--- src/rtl/ftc_pkg.sv ---
// Shared constants and register codes for the frame count to timecode converter.
// No dependencies; every other file of the block but ftc_stage_reg imports this package.
package ftc_pkg;

   // Field widths
   localparam int unsigned FC_W    = 32;  // signed frame count
   localparam int unsigned N_W     = 23;  // frame number within one day
   localparam int unsigned FPS_W   = 6;   // frame rate register
   localparam int unsigned HR_W    = 5;
   localparam int unsigned MIN_W   = 6;
   localparam int unsigned SEC_W   = 6;
   localparam int unsigned FR_W    = 6;
   localparam int unsigned SECQ_W  = 17;  // seconds within one day
   localparam int unsigned RSP_W   = 24;  // result word, padded to bytes

   // Timing constants
   localparam int unsigned SECS_PER_DAY     = 86400;
   localparam int unsigned DF_NOMINAL_FPS   = 30;
   localparam int unsigned DF_DROP          = 2;
   localparam int unsigned DF_PER_10MIN     = 17982;
   localparam int unsigned DF_PER_MINUTE    = 1798;
   localparam int unsigned DF_PER_DAY       = 2589408;
   localparam int unsigned RESET_FRAME_RATE = 25;

   // Control register indexes
   localparam int unsigned CSR_IDX_W = 1;
   typedef enum logic [CSR_IDX_W-1:0] {
      CSR_DROP_MODE  = 1'b0,
      CSR_FRAME_RATE = 1'b1
   } csr_index_type;

endpackage

--- src/rtl/frame_count_to_smpte_timecode.sv ---
// Converts a signed frame count into SMPTE timecode (hours, minutes, seconds,
// frames). The count is first wrapped into one 24-hour day with a true modulo,
// so negative counts land at the end of the day. In non-drop mode the rate is
// frame_rate (0 acts as 1); in drop-frame mode the rate is 29.97 at a nominal
// 30, with frame numbers 0 and 1 skipped in every minute but each tenth. The
// block is a 32-stage pipeline: 11 stages wrap the count (a restoring modulo by
// the day length, two steps per stage), 8 stages apply the drop-frame
// correction, 9 stages divide by the frame rate and 4 stages split seconds
// into seconds, minutes and hours by reciprocal multiplies. It takes one word
// per clock while results are taken; a stalled result only holds back the stages
// behind it. Control registers are to be written by the user only while no word
// is in flight; the block itself does not enforce this. csr_ready is always high.
module frame_count_to_smpte_timecode
   import ftc_pkg::*;
(
   input  logic                 clock,
   input  logic                 reset,
   // request: [31:0] frame_count
   input  logic                 req_tvalid,
   output logic                 req_tready,
   input  logic [FC_W-1:0]      req_tdata,
   // response: [4:0] hours, [10:5] minutes, [16:11] seconds,
   //           [22:17] frame_in_second, [23] zero
   output logic                 rsp_tvalid,
   input  logic                 rsp_tready,
   output logic [RSP_W-1:0]     rsp_tdata,
   // control register writes
   input  logic                 csr_valid,
   output logic                 csr_ready,
   input  logic [CSR_IDX_W-1:0] csr_index,
   input  logic [FPS_W-1:0]     csr_data
);

   logic             drop_mode_ff;
   logic [FPS_W-1:0] frame_rate_ff;
   logic [FPS_W-1:0] fps_ff;
   logic [FPS_W-1:0] fps_in;
   logic [N_W-1:0]   day_ff;
   logic [N_W-1:0]   day_in;
   logic [FPS_W-1:0] rate_eff;

   logic             wrap_valid;
   logic             wrap_ready;
   logic [N_W-1:0]   wrap_n;
   logic             drop_valid;
   logic             drop_ready;
   logic [N_W-1:0]   drop_n;

   logic [HR_W-1:0]  hours;
   logic [MIN_W-1:0] minutes;
   logic [SEC_W-1:0] seconds;
   logic [FR_W-1:0]  frame_in_second;

   assign csr_ready = 1'b1;

   // control registers
   always_ff @(posedge clock) begin
      if (reset) begin
         drop_mode_ff  <= 1'b0;
         frame_rate_ff <= FPS_W'(RESET_FRAME_RATE);
      end else if (csr_valid) begin
         case (csr_index)
            CSR_DROP_MODE:  drop_mode_ff  <= csr_data[0];
            CSR_FRAME_RATE: frame_rate_ff <= csr_data;
            default: ;
         endcase
      end
   end

   // divisor and day length, registered from the control registers
   assign rate_eff = (frame_rate_ff == '0) ? FPS_W'(1) : frame_rate_ff;
   assign fps_in   = drop_mode_ff ? FPS_W'(DF_NOMINAL_FPS) : rate_eff;
   assign day_in   = drop_mode_ff ? N_W'(DF_PER_DAY)
                                  : N_W'(rate_eff * SECS_PER_DAY);

   always_ff @(posedge clock) begin
      if (reset) begin
         fps_ff <= FPS_W'(RESET_FRAME_RATE);
         day_ff <= N_W'(RESET_FRAME_RATE * SECS_PER_DAY);
      end else begin
         fps_ff <= fps_in;
         day_ff <= day_in;
      end
   end

   ftc_wrap u_wrap (
      .clock     (clock),
      .reset     (reset),
      .in_valid  (req_tvalid),
      .in_ready  (req_tready),
      .in_count  (req_tdata),
      .day       (day_ff),
      .out_valid (wrap_valid),
      .out_ready (wrap_ready),
      .out_n     (wrap_n)
   );

   ftc_drop u_drop (
      .clock     (clock),
      .reset     (reset),
      .drop_mode (drop_mode_ff),
      .in_valid  (wrap_valid),
      .in_ready  (wrap_ready),
      .in_n      (wrap_n),
      .out_valid (drop_valid),
      .out_ready (drop_ready),
      .out_n     (drop_n)
   );

   ftc_split u_split (
      .clock           (clock),
      .reset           (reset),
      .fps             (fps_ff),
      .in_valid        (drop_valid),
      .in_ready        (drop_ready),
      .in_n            (drop_n),
      .out_valid       (rsp_tvalid),
      .out_ready       (rsp_tready),
      .hours           (hours),
      .minutes         (minutes),
      .seconds         (seconds),
      .frame_in_second (frame_in_second)
   );

   // pack the result word, lowest field last
   assign rsp_tdata = {1'b0, frame_in_second, seconds, minutes, hours};

endmodule

--- src/rtl/ftc_stage_reg.sv ---
// One pipeline register with valid/ready flow control.
// Generic; used by every pipeline of the converter. No package needed.
module ftc_stage_reg #(
   parameter int unsigned WIDTH = 8
) (
   input  logic             clock,
   input  logic             reset,
   input  logic             in_valid,
   output logic             in_ready,
   input  logic [WIDTH-1:0] in_data,
   output logic             out_valid,
   input  logic             out_ready,
   output logic [WIDTH-1:0] out_data
);

   logic             valid_ff;
   logic [WIDTH-1:0] data_ff;

   // slot may load when empty or when its word leaves this cycle
   assign in_ready  = !valid_ff || out_ready;
   assign out_valid = valid_ff;
   assign out_data  = data_ff;

   always_ff @(posedge clock) begin
      if (reset) begin
         valid_ff <= 1'b0;
      end else if (in_ready) begin
         valid_ff <= in_valid;
      end
   end

   always_ff @(posedge clock) begin
      if (in_ready && in_valid) begin
         data_ff <= in_data;
      end
   end

endmodule

--- src/rtl/ftc_wrap.sv ---
// Wraps a signed frame count into one day with a true modulo.
// Restoring modulo, two compare/subtract steps per stage; uses ftc_pkg, ftc_stage_reg.
module ftc_wrap
   import ftc_pkg::*;
(
   input  logic                  clock,
   input  logic                  reset,
   input  logic                  in_valid,
   output logic                  in_ready,
   input  logic signed [FC_W-1:0] in_count,
   input  logic [N_W-1:0]        day,
   output logic                  out_valid,
   input  logic                  out_ready,
   output logic [N_W-1:0]        out_n
);

   // day is at least 86400, so day << 16 exceeds any magnitude up to 2^31
   localparam int STEPS     = 16;
   localparam int PER       = 2;
   localparam int STEP_REGS = STEPS / PER;
   localparam int FIRST     = 2;
   localparam int NREG      = FIRST + STEP_REGS + 1;
   localparam int SH_W      = N_W + STEPS - 1;

   typedef struct packed {
      logic            neg;
      logic [FC_W-1:0] mag;
   } wrap_type;

   wrap_type        dq [0:NREG];
   logic [NREG:0]   vld;
   logic [NREG:0]   rdy;

   assign dq[0]    = '{neg: in_count[FC_W-1], mag: in_count};
   assign vld[0]   = in_valid;
   assign in_ready = rdy[0];
   assign rdy[NREG] = out_ready;
   assign out_valid = vld[NREG];
   assign out_n     = dq[NREG].mag[N_W-1:0];

   for (genvar g = 0; g < NREG; g++) begin : g_stage
      wrap_type nxt;

      if (g == 0) begin : g_cap
         // capture the raw count
         assign nxt = dq[g];
      end else if (g == 1) begin : g_abs
         // magnitude; the most negative count gives 2^31, which still fits
         always_comb begin
            nxt.neg = dq[g].neg;
            nxt.mag = dq[g].neg ? (~dq[g].mag + FC_W'(1)) : dq[g].mag;
         end
      end else if (g < FIRST + STEP_REGS) begin : g_step
         localparam int KTOP = STEPS - 1 - (g - FIRST) * PER;
         // subtract day << k where it fits
         always_comb begin
            logic [SH_W-1:0] sh;
            nxt = dq[g];
            for (int j = 0; j < PER; j++) begin
               sh = SH_W'(day) << (KTOP - j);
               if (SH_W'(nxt.mag) >= sh) begin
                  nxt.mag = nxt.mag - sh[FC_W-1:0];
               end
            end
         end
      end else begin : g_fix
         // negative count with nonzero remainder folds to day - rem
         always_comb begin
            nxt.neg = dq[g].neg;
            if (dq[g].neg && (dq[g].mag != '0)) begin
               nxt.mag = FC_W'(day) - dq[g].mag;
            end else begin
               nxt.mag = dq[g].mag;
            end
         end
      end

      ftc_stage_reg #(.WIDTH($bits(wrap_type))) u_reg (
         .clock     (clock),
         .reset     (reset),
         .in_valid  (vld[g]),
         .in_ready  (rdy[g]),
         .in_data   (nxt),
         .out_valid (vld[g+1]),
         .out_ready (rdy[g+1]),
         .out_data  (dq[g+1])
      );
   end

endmodule

--- src/rtl/ftc_drop.sv ---
// Drop-frame correction: adds two frame numbers per minute except every tenth.
// Splits the day count into ten-minute blocks and minutes; uses ftc_pkg, ftc_stage_reg.
module ftc_drop
   import ftc_pkg::*;
(
   input  logic           clock,
   input  logic           reset,
   input  logic           drop_mode,
   input  logic           in_valid,
   output logic           in_ready,
   input  logic [N_W-1:0] in_n,
   output logic           out_valid,
   input  logic           out_ready,
   output logic [N_W-1:0] out_n
);

   // blocks < 144 needs 8 quotient bits; minute index <= 9 needs 4
   localparam int BLK_W = 8;
   localparam int MIN_Q = 4;
   localparam int PER   = 2;
   localparam int NREG  = 8;

   typedef struct packed {
      logic [N_W-1:0]   n;
      logic [N_W-1:0]   rem;
      logic [BLK_W-1:0] blocks;
      logic [MIN_Q-1:0] q2;
   } drop_type;

   drop_type      dq [0:NREG];
   logic [NREG:0] vld;
   logic [NREG:0] rdy;

   assign dq[0]     = '{n: in_n, rem: in_n, blocks: '0, q2: '0};
   assign vld[0]    = in_valid;
   assign in_ready  = rdy[0];
   assign rdy[NREG] = out_ready;
   assign out_valid = vld[NREG];
   assign out_n     = dq[NREG].n;

   for (genvar g = 0; g < NREG; g++) begin : g_stage
      drop_type nxt;

      if (g < BLK_W / PER) begin : g_blk
         localparam int KTOP = BLK_W - 1 - g * PER;
         // ten-minute blocks, two quotient bits per stage
         always_comb begin
            logic [N_W-1:0] sh;
            nxt = dq[g];
            for (int j = 0; j < PER; j++) begin
               sh = N_W'(DF_PER_10MIN) << (KTOP - j);
               if (nxt.rem >= sh) begin
                  nxt.rem                = nxt.rem - sh;
                  nxt.blocks[KTOP - j]   = 1'b1;
               end
            end
         end
      end else if (g == BLK_W / PER) begin : g_off
         // skip the two frames at the head of the block, then top minute bit
         always_comb begin
            logic [N_W-1:0] sh;
            nxt = dq[g];
            nxt.rem = (dq[g].rem > N_W'(DF_DROP)) ? dq[g].rem - N_W'(DF_DROP) : '0;
            sh = N_W'(DF_PER_MINUTE) << (MIN_Q - 1);
            if (nxt.rem >= sh) begin
               nxt.rem           = nxt.rem - sh;
               nxt.q2[MIN_Q - 1] = 1'b1;
            end
         end
      end else if (g < NREG - 1) begin : g_min
         localparam int KTOP = MIN_Q - 2 - (g - BLK_W / PER - 1) * PER;
         localparam int NST  = (KTOP + 1 < PER) ? KTOP + 1 : PER;
         // minutes within the block
         always_comb begin
            logic [N_W-1:0] sh;
            nxt = dq[g];
            for (int j = 0; j < NST; j++) begin
               sh = N_W'(DF_PER_MINUTE) << (KTOP - j);
               if (nxt.rem >= sh) begin
                  nxt.rem          = nxt.rem - sh;
                  nxt.q2[KTOP - j] = 1'b1;
               end
            end
         end
      end else begin : g_sum
         // 18 numbers per block plus 2 per dropped minute
         always_comb begin
            nxt = dq[g];
            if (drop_mode) begin
               nxt.n = dq[g].n + N_W'(dq[g].blocks) * N_W'(DF_DROP * 9)
                     + N_W'(dq[g].q2) * N_W'(DF_DROP);
            end
         end
      end

      ftc_stage_reg #(.WIDTH($bits(drop_type))) u_reg (
         .clock     (clock),
         .reset     (reset),
         .in_valid  (vld[g]),
         .in_ready  (rdy[g]),
         .in_data   (nxt),
         .out_valid (vld[g+1]),
         .out_ready (rdy[g+1]),
         .out_data  (dq[g+1])
      );
   end

endmodule

--- src/rtl/ftc_split.sv ---
// Splits a frame number into frames, seconds, minutes and hours.
// Restoring divide by fps, then reciprocal multiplies by 60; uses ftc_pkg, ftc_stage_reg.
module ftc_split
   import ftc_pkg::*;
(
   input  logic             clock,
   input  logic             reset,
   input  logic [FPS_W-1:0] fps,
   input  logic             in_valid,
   output logic             in_ready,
   input  logic [N_W-1:0]   in_n,
   output logic             out_valid,
   input  logic             out_ready,
   output logic [HR_W-1:0]  hours,
   output logic [MIN_W-1:0] minutes,
   output logic [SEC_W-1:0] seconds,
   output logic [FR_W-1:0]  frame_in_second
);

   // n < fps * 2^17 always, so 18 quotient bits cover every rate
   localparam int QW   = 18;
   localparam int PER  = 2;
   localparam int ND   = QW / PER;
   localparam int NT   = 4;
   localparam int NREG = ND + NT;

   // floor(s / 60) = (s * 139811) >> 23 for s < 86400
   localparam int               PROD_W    = 34;
   localparam int               SEC_SHIFT = 23;
   localparam logic [17:0]      SEC_RECIP = 18'd139811;
   // floor(m / 60) = (m * 2185) >> 17 for m < 1440
   localparam int               MINQ_W    = 11;
   localparam int               PROD2_W   = 22;
   localparam int               MIN_SHIFT = 17;
   localparam logic [11:0]      MIN_RECIP = 12'd2185;

   typedef struct packed {
      logic [N_W-1:0] rem;
      logic [QW-1:0]  quo;
   } div_type;

   typedef struct packed {
      logic [SECQ_W-1:0]  secs;
      logic [FR_W-1:0]    frame;
      logic [PROD_W-1:0]  prod;
      logic [MINQ_W-1:0]  mins;
      logic [SEC_W-1:0]   sec;
      logic [PROD2_W-1:0] prod2;
      logic [HR_W-1:0]    hr;
      logic [MIN_W-1:0]   mn;
   } tail_type;

   div_type       dq [0:ND];
   tail_type      tq [0:NT];
   logic [NREG:0] vld;
   logic [NREG:0] rdy;

   assign dq[0]     = '{rem: in_n, quo: '0};
   assign vld[0]    = in_valid;
   assign in_ready  = rdy[0];
   assign rdy[NREG] = out_ready;
   assign out_valid = vld[NREG];

   // divider result enters the tail
   assign tq[0] = '{secs: dq[ND].quo[SECQ_W-1:0], frame: dq[ND].rem[FR_W-1:0],
                    default: '0};

   assign hours           = tq[NT].hr;
   assign minutes         = tq[NT].mn;
   assign seconds         = tq[NT].sec;
   assign frame_in_second = tq[NT].frame;

   // divide by fps, two quotient bits per stage
   for (genvar g = 0; g < ND; g++) begin : g_div
      localparam int KTOP = QW - 1 - g * PER;
      div_type nxt;

      always_comb begin
         logic [N_W-1:0] sh;
         nxt = dq[g];
         for (int j = 0; j < PER; j++) begin
            sh = N_W'(fps) << (KTOP - j);
            if (nxt.rem >= sh) begin
               nxt.rem          = nxt.rem - sh;
               nxt.quo[KTOP - j] = 1'b1;
            end
         end
      end

      ftc_stage_reg #(.WIDTH($bits(div_type))) u_reg (
         .clock     (clock),
         .reset     (reset),
         .in_valid  (vld[g]),
         .in_ready  (rdy[g]),
         .in_data   (nxt),
         .out_valid (vld[g+1]),
         .out_ready (rdy[g+1]),
         .out_data  (dq[g+1])
      );
   end

   // seconds to minutes to hours
   for (genvar t = 0; t < NT; t++) begin : g_tail
      tail_type nxt;

      if (t == 0) begin : g_mul_s
         always_comb begin
            nxt      = tq[t];
            nxt.prod = PROD_W'(tq[t].secs) * PROD_W'(SEC_RECIP);
         end
      end else if (t == 1) begin : g_sec
         always_comb begin
            logic [SECQ_W-1:0] left;
            nxt      = tq[t];
            nxt.mins = tq[t].prod[SEC_SHIFT +: MINQ_W];
            left     = tq[t].secs - SECQ_W'(nxt.mins) * SECQ_W'(60);
            nxt.sec  = left[SEC_W-1:0];
         end
      end else if (t == 2) begin : g_mul_m
         always_comb begin
            nxt       = tq[t];
            nxt.prod2 = PROD2_W'(tq[t].mins) * PROD2_W'(MIN_RECIP);
         end
      end else begin : g_min
         always_comb begin
            logic [MINQ_W-1:0] left;
            nxt    = tq[t];
            nxt.hr = tq[t].prod2[MIN_SHIFT +: HR_W];
            left   = tq[t].mins - MINQ_W'(nxt.hr) * MINQ_W'(60);
            nxt.mn = left[MIN_W-1:0];
         end
      end

      ftc_stage_reg #(.WIDTH($bits(tail_type))) u_reg (
         .clock     (clock),
         .reset     (reset),
         .in_valid  (vld[ND+t]),
         .in_ready  (rdy[ND+t]),
         .in_data   (nxt),
         .out_valid (vld[ND+t+1]),
         .out_ready (rdy[ND+t+1]),
         .out_data  (tq[t+1])
      );
   end

endmodule

--- config.mk ---
export PLATFORM = sky130hd
export DESIGN_NAME = frame_count_to_smpte_timecode
export DESIGN_NICKNAME = d
export VERILOG_FILES = /design/src/rtl/ftc_pkg.sv /design/src/rtl/frame_count_to_smpte_timecode.sv /design/src/rtl/ftc_stage_reg.sv /design/src/rtl/ftc_wrap.sv /design/src/rtl/ftc_drop.sv /design/src/rtl/ftc_split.sv
export SDC_FILE = /design/constraint.sdc
export NUM_CORES = 2
export LEC_CHECK = 0
export BUFFER_PORTS_ARGS = -buffer_cell sky130_fd_sc_hd__buf_2
export CAP_MARGIN = 0
export CORE_MARGIN = 10
export CORE_UTILIZATION = 46
export DETAILED_ROUTE_END_ITERATION = 16
export PLACE_DENSITY_LB_ADDON = 0.3
export SETUP_SLACK_MARGIN = 0.15
export SKIP_CTS_REPAIR_TIMING = 1
export SYNTH_ARGS = -nofsm -noshare
export SYNTH_HDL_FRONTEND = slang
export SYNTH_SLANG_ARGS = --single-unit
--- constraint.sdc ---
create_clock -name clock -period 8.9 [get_ports clock]
set_input_delay 1.78 -clock clock [delete_from_list [all_inputs] [get_ports clock]]
set_output_delay 1.78 -clock clock [all_outputs]
set_load 0.02 [all_outputs]
* After elaboration in Yosys (flattened, before gate mapping)
Index checks and enable logic that the tools add are counted.
** Word-level totals
- Register bits after elaboration :: 1404
- Input port bits :: 44
** Cells by class
- Bitwise gates (word level) :: 2
- Mux-type cells :: 55
- Reductions and logical operators :: 102
- Add/subtract/negate cells :: 53
- $mul :: 6
- $lt $le $gt $ge :: 47
** Operators with widths (count)
- 23-bit two-way mux :: 30
- 32-bit two-way mux :: 17
- 32-bit subtractor :: 7
- 24-bit two-way mux :: 2
- 23-bit subtractor :: 2
- 32-bit by 38-bit greater-or-equal comparator with 1-bit output :: 1
- 32-bit by 37-bit greater-or-equal comparator with 1-bit output :: 1
- 32-bit by 36-bit greater-or-equal comparator with 1-bit output :: 1
- 32-bit by 35-bit greater-or-equal comparator with 1-bit output :: 1
- 32-bit by 34-bit greater-or-equal comparator with 1-bit output :: 1
- 17-bit by 18-bit multiplier with 34-bit output, second input constant :: 1
- 32-bit by 33-bit greater-or-equal comparator with 1-bit output :: 1
- 1-bit logical AND :: 33
- 32-bit by 1-bit adder with 32-bit output, second input constant :: 1
- 32-bit by 23-bit greater-or-equal comparator with 1-bit output :: 1
- 32-bit by 24-bit greater-or-equal comparator with 1-bit output :: 1
- 32-bit by 25-bit greater-or-equal comparator with 1-bit output :: 1
- 32-bit by 26-bit greater-or-equal comparator with 1-bit output :: 1
- 32-bit by 27-bit greater-or-equal comparator with 1-bit output :: 1
- 32-bit by 28-bit greater-or-equal comparator with 1-bit output :: 1
- 32-bit by 29-bit greater-or-equal comparator with 1-bit output :: 1
- 32-bit by 30-bit greater-or-equal comparator with 1-bit output :: 1
- 32-bit by 31-bit greater-or-equal comparator with 1-bit output :: 1
- 32-bit greater-or-equal comparator :: 1
- 89 further kinds :: 156

* Longest topological paths before layout
- Word-level depth :: 34
- Mapped depth :: 30

* Modules after synthesis
A second synthesis with hierarchy kept.
** Unflattened totals
- Cell total of the unflattened synthesis :: 8763
- Area, all modules :: 99491.7 um^2
** By module, submodules not included
- ftc_wrap :: cells each 3404, instances 1, area an instance 23458.7 um^2
- ftc_split :: cells each 1993, instances 1, area an instance 14820.5 um^2
- ftc_stage_reg (u_drop.g_stage[0].u_reg ...) :: cells each 63, instances 8, area an instance 1796.7 um^2
- ftc_stage_reg (u_split.g_tail[0].u_reg ...) :: cells each 112, instances 4, area an instance 3268.1 um^2
- ftc_stage_reg (u_split.g_div[0].u_reg ...) :: cells each 46, instances 9, area an instance 1286.2 um^2
- ftc_stage_reg (u_wrap.g_stage[0].u_reg ...) :: cells each 38, instances 11, area an instance 1046.0 um^2
- ftc_drop :: cells each 1356, instances 1, area an instance 8693.3 um^2
- frame_count_to_smpte_timecode :: cells each 226, instances 1, area an instance 1990.7 um^2

* Worst setup path after synthesis
Ideal clock, no wire load.
- Path type :: flip-flop to flip-flop
- From :: register day_ff[6]
- To :: register u_wrap.g_stage[4].u_reg.data_ff[23], data pin
- Data required time :: 8.640 ns
- Path slack :: 1.224 ns
- Cell stages (with the launch flop) :: 28
- Setup time :: 0.260 ns
- Period minus slack after synthesis :: 7.676 ns
- Data arrival time :: 7.416 ns
- Path through :: dfxtp_1 clkbuf_1 inv_1 buf_1 fa_1 a21o_1 a221oi_1 o21ai_0 a211oi_1 nor2_1 o21ai_0 nand2_1 nand2_1 mux2_2 ha_1 o21a_1 o21ai_0 a211o_1 a31oi_1 and2_1 o21ai_0 a21boi_0 o31ai_1 nand2_1 a31o_2 a32oi_1 clkbuf_1 mux2_2
** RTL lines
- start: declaration :: RTL line frame_count_to_smpte_timecode.sv:38 : logic [N_W-1:0] day_ff;
- start signal: assignment :: RTL line frame_count_to_smpte_timecode.sv:79 : day_ff <= N_W'(RESET_FRAME_RATE * SECS_PER_DAY);
- start signal: assignment :: RTL line frame_count_to_smpte_timecode.sv:82 : day_ff <= day_in;
- end signal: assignment :: RTL line ftc_stage_reg.sv:34 : data_ff <= in_data;
- end: declaration :: RTL line ftc_stage_reg.sv:17 : logic [WIDTH-1:0] data_ff;

==> flow_summary.ini <==
[outcome]
outcome = finished, final reports clean

[sta]
tightest_slew_ns = 1.23
setup_violations = 0
fin_crit_sh = 0.824
period_needed_ns = 7.34
clock.fmax_mhz = 136
drv_slew = 0
setup_tns_ns = 0
skew_ns = 0.0368
rsz0062_at_grt = false
slew_headroom = 0.177
final-hold-violation-count = 0

[clock_tree]
tritoncts = done
insertion_delay_ns = 0.78
cts_buffers = 117
cts_max_level = 3
path_clk_slew_ns = 0.06
clock_path_buffers = 3
root_buffer = clkbuf_16
numClockSinks = 1134

[route]
vias_per_cell = 5.66
wl_per_cell_um = 18.2
vias = 51981
routed_wirelength_mm = 167
drt_first_iter_violations = 3472
drt_pass1_iterations = 7
drcViolationCount = 0
antenna_left = 0

[synth]
synth_compound_area_frac = 0.129
synth_mux_area_frac = 0.0342
yosysMostFrequentCell = edfxtp_1
syn_area_sq_mm = 0.0737
yosys.area.top_type = edfxtp_1
synth_fa_ha_area_frac = 0.132
synth_commonest_cells = edfxtp_1, ha_1, nor2_1, nand2_1, xnor2_1
async_flop_share = 0
synth_top_family_by_area = simple AND/OR/NAND/NOR gates
synth-seq-cells = 1134
synthSimpleGateAreaFrac = 0.142
ys_seq_area_frac = 0.453
yosysWarnings = 0
synth_cells = 6894
synthXorXnorAreaFrac = 0.0797
postSynthAreaPerCell_sq_um = 10.7
synth-edff-count = 1072
synth.distinct_cells = 108
syn-num-nets = 7666
synth_top_area_share = 0.436
synthTopCellsByArea = edfxtp_1, ha_1, xnor2_1, mux2_2, nor2_1
ys.flop_type = edfxtp_1

[critical_path]
critPathMaxStageDelay_ns = 0.54
worstSetupEndpointType = flop
r2r_end = u_wrap.g_stage[4].u_reg.out_data[25]$_DFFE_PP_
r2r-start = u_wrap.g_stage[3].u_reg.out_data[16]$_DFFE_PP_
startpoint = u_wrap.g_stage[3].u_reg.out_data[16]$_DFFE_PP_
r2r_cells = 27
crit_required_ns = 9.41
critPathMostFrequentCell = o21ai_0
path_class = reg -> reg
ff2ff_setup_slack_ns = 1.56
cp_max_fo = 17
worst_setup_path_start_kind = flop
cp.arrival_ns = 7.84
critPathSlowestCell = a32oi_1

[min_path]
hold_path_depth = 0
hold_class = reg -> reg
worstHoldStart = u_split.g_div[3].u_reg.out_data[12]$_DFFE_PP_
min_to = u_split.g_div[4].u_reg.out_data[12]$_DFFE_PP_

[grt]
grtUsageTotal = 0.185
antenna_found_initial = 2
grt_first_pass_wirelength_mm = 267
overflow = 0
grt_pass1_vias = 51225
grt_max_degree = 57

[placement]
io_buffers = 68
place_hpwl_mm = 127
routabilityCongestion = 0.939

[die]
start_util = 0.464
die_area_sq_mm = 0.177
rows = 146
dieWidth_um = 420
coreArea_sq_mm = 0.159
die_h_um = 420
ios = 71

[finish]
fillers = 13895
nets = 7788
syn_to_final_growth_pct = 10.0
drive_above_1_share = 0.0905

[power]
p_leak_nw = 30.7
power_density_mw_per_mm2 = 189
finalPower_w = 0.0153
vdd_ir_drop_max_mv = 0.182

[job]
maxCapViolCount = 0
==> worst max-delay path by stage <==
| stage | endpoint | slack (ns) | depth (start not counted) |
|---|---|---|---|
| 2_1_floorplan | u_wrap.g_stage[4].u_reg.out_data[23]$_DFFE_PP_ | 1.22 | 27 |
| 3_3_place_gp | u_wrap.g_stage[4].u_reg.out_data[25]$_DFFE_PP_ | 1.68 | 27 |
| 3_5_place_dp | u_wrap.g_stage[4].u_reg.out_data[25]$_DFFE_PP_ | 1.67 | 27 |
| 4_1_cts | u_wrap.g_stage[4].u_reg.out_data[25]$_DFFE_PP_ | 1.62 | 27 |
| 5_1_grt | u_wrap.g_stage[4].u_reg.out_data[29]$_DFFE_PP_ | 0.94 | 27 |
| 6_report | u_wrap.g_stage[4].u_reg.out_data[25]$_DFFE_PP_ | 1.56 | 27 |
==> per-layer routing <==
layer  vias to the layer above  global-route usage  part of all wire
met5                         -                   0                 0
met4                         0              0.0856             0.049
met3                       405              0.0256             0.043
met2                      1171               0.327              0.49
met1                     24647               0.223              0.42
li1                      25758                   -                 -
==> per-stage QoR <==
stage / util / instances / setup slack, ns / cell area [sq um] / hold slack (ns)
4_1_cts: 0.510 / 9188 / 1.62 / 81100 / 0.397
2_1_floorplan: - / 6894 / 1.22 / 73700 / 0.400
3_5_place_dp: 0.484 / 8969 / 1.67 / 76900 / 0.405
6_report: 0.511 / 9190 / 1.56 / 81100 / 0.401
5_1_grt: 0.511 / 9190 / 0.941 / 81100 / 0.416
3_3_place_gp: 0.484 / 8969 / 1.68 / 76900 / 0.400
==> layout make-up <==
type | count | area [sq um] | share of cell area
Sequential cell | 1134 | 33400 | 0.412
Inverter | 421 | 1580 | 0.0195
Clock buffer | 148 | 3130 | 0.0385
Multi-Input combinational cell | 5198 | 38400 | 0.474
Antenna cell | 2 | 5.00 | 0.0000617
Timing Repair Buffer | 144 | 911 | 0.0112
Tap cell | 2072 | 2590 | 0.0320
Clock inverter | 71 | 1060 | 0.0131
==> power by group <==
| group | total, W | switching (W) | internal, W |
|---|---|---|---|
| Clock | 0.00528 | 0.00215 | 0.00312 |
| Sequential | 0.00607 | 0.0000564 | 0.00601 |
| Combinational | 0.00400 | 0.00224 | 0.00176 |
| Total | 0.0153 | 0.00445 | 0.0109 |
==> cells in the final DEF, fill, tap and decap left out, types with 61 or more instances in the layout <==
cell type,n
a21o_1,173
a21oi_1,388
and2_1,63
buf_2,68
buf_4,76
clkbuf_16,118
dfxtp_1,61
edfxtp_1,1072
fa_1,83
ha_1,645
inv_1,414
mux2_2,177
nand2_1,480
nand2b_1,74
nand3_1,149
nand4_1,91
nor2_1,517
nor2b_1,82
nor3_1,177
nor4_1,111
o21a_1,76
o21ai_0,345
or3_1,69
xnor2_1,465
xor2_1,206
==> critical path: cells and delay by family, from the launching register on <==
kind,cells,cell delay (ns)
AO/OA/AOI/OAI,14,3.56
adder cells (fa/ha/maj),3,0.92
AND/OR/NAND/NOR,5,0.90
multiplexers,2,0.77
buffers and inverters,3,0.49
flip-flops,1,0.42
==> sequential cells by signal (all words and copies together), names as in the netlist <==
signal / count
drop_mode_ff: 1
u_drop.g_stage.u_reg.out_valid: 8
u_drop.g_stage.u_reg.out_data: 357
day_ff: 17
frame_rate_ff: 6
u_wrap.g_stage.u_reg.out_data: 352
u_wrap.g_stage.u_reg.out_valid: 11
u_split.g_div.u_reg.out_data: 271
fps_ff: 6
u_split.g_tail.u_reg.out_valid: 4
u_split.g_div.u_reg.out_valid: 9
u_split.g_tail.u_reg.out_data: 92
==> cell families (layout without fill, tap and decap cells) <==
kind of cell,Yosys count,count (layout)
buffers and inverters,562,784
adders and majority gates,728,728
xor gates and xnor gates,671,671
and+or+nand+nor,2084,2084
DFF,1134,1134
other,2,4
muxes,230,230
AOI/OAI and AO/OA,1483,1483
(Power assumes the default switching activity.)
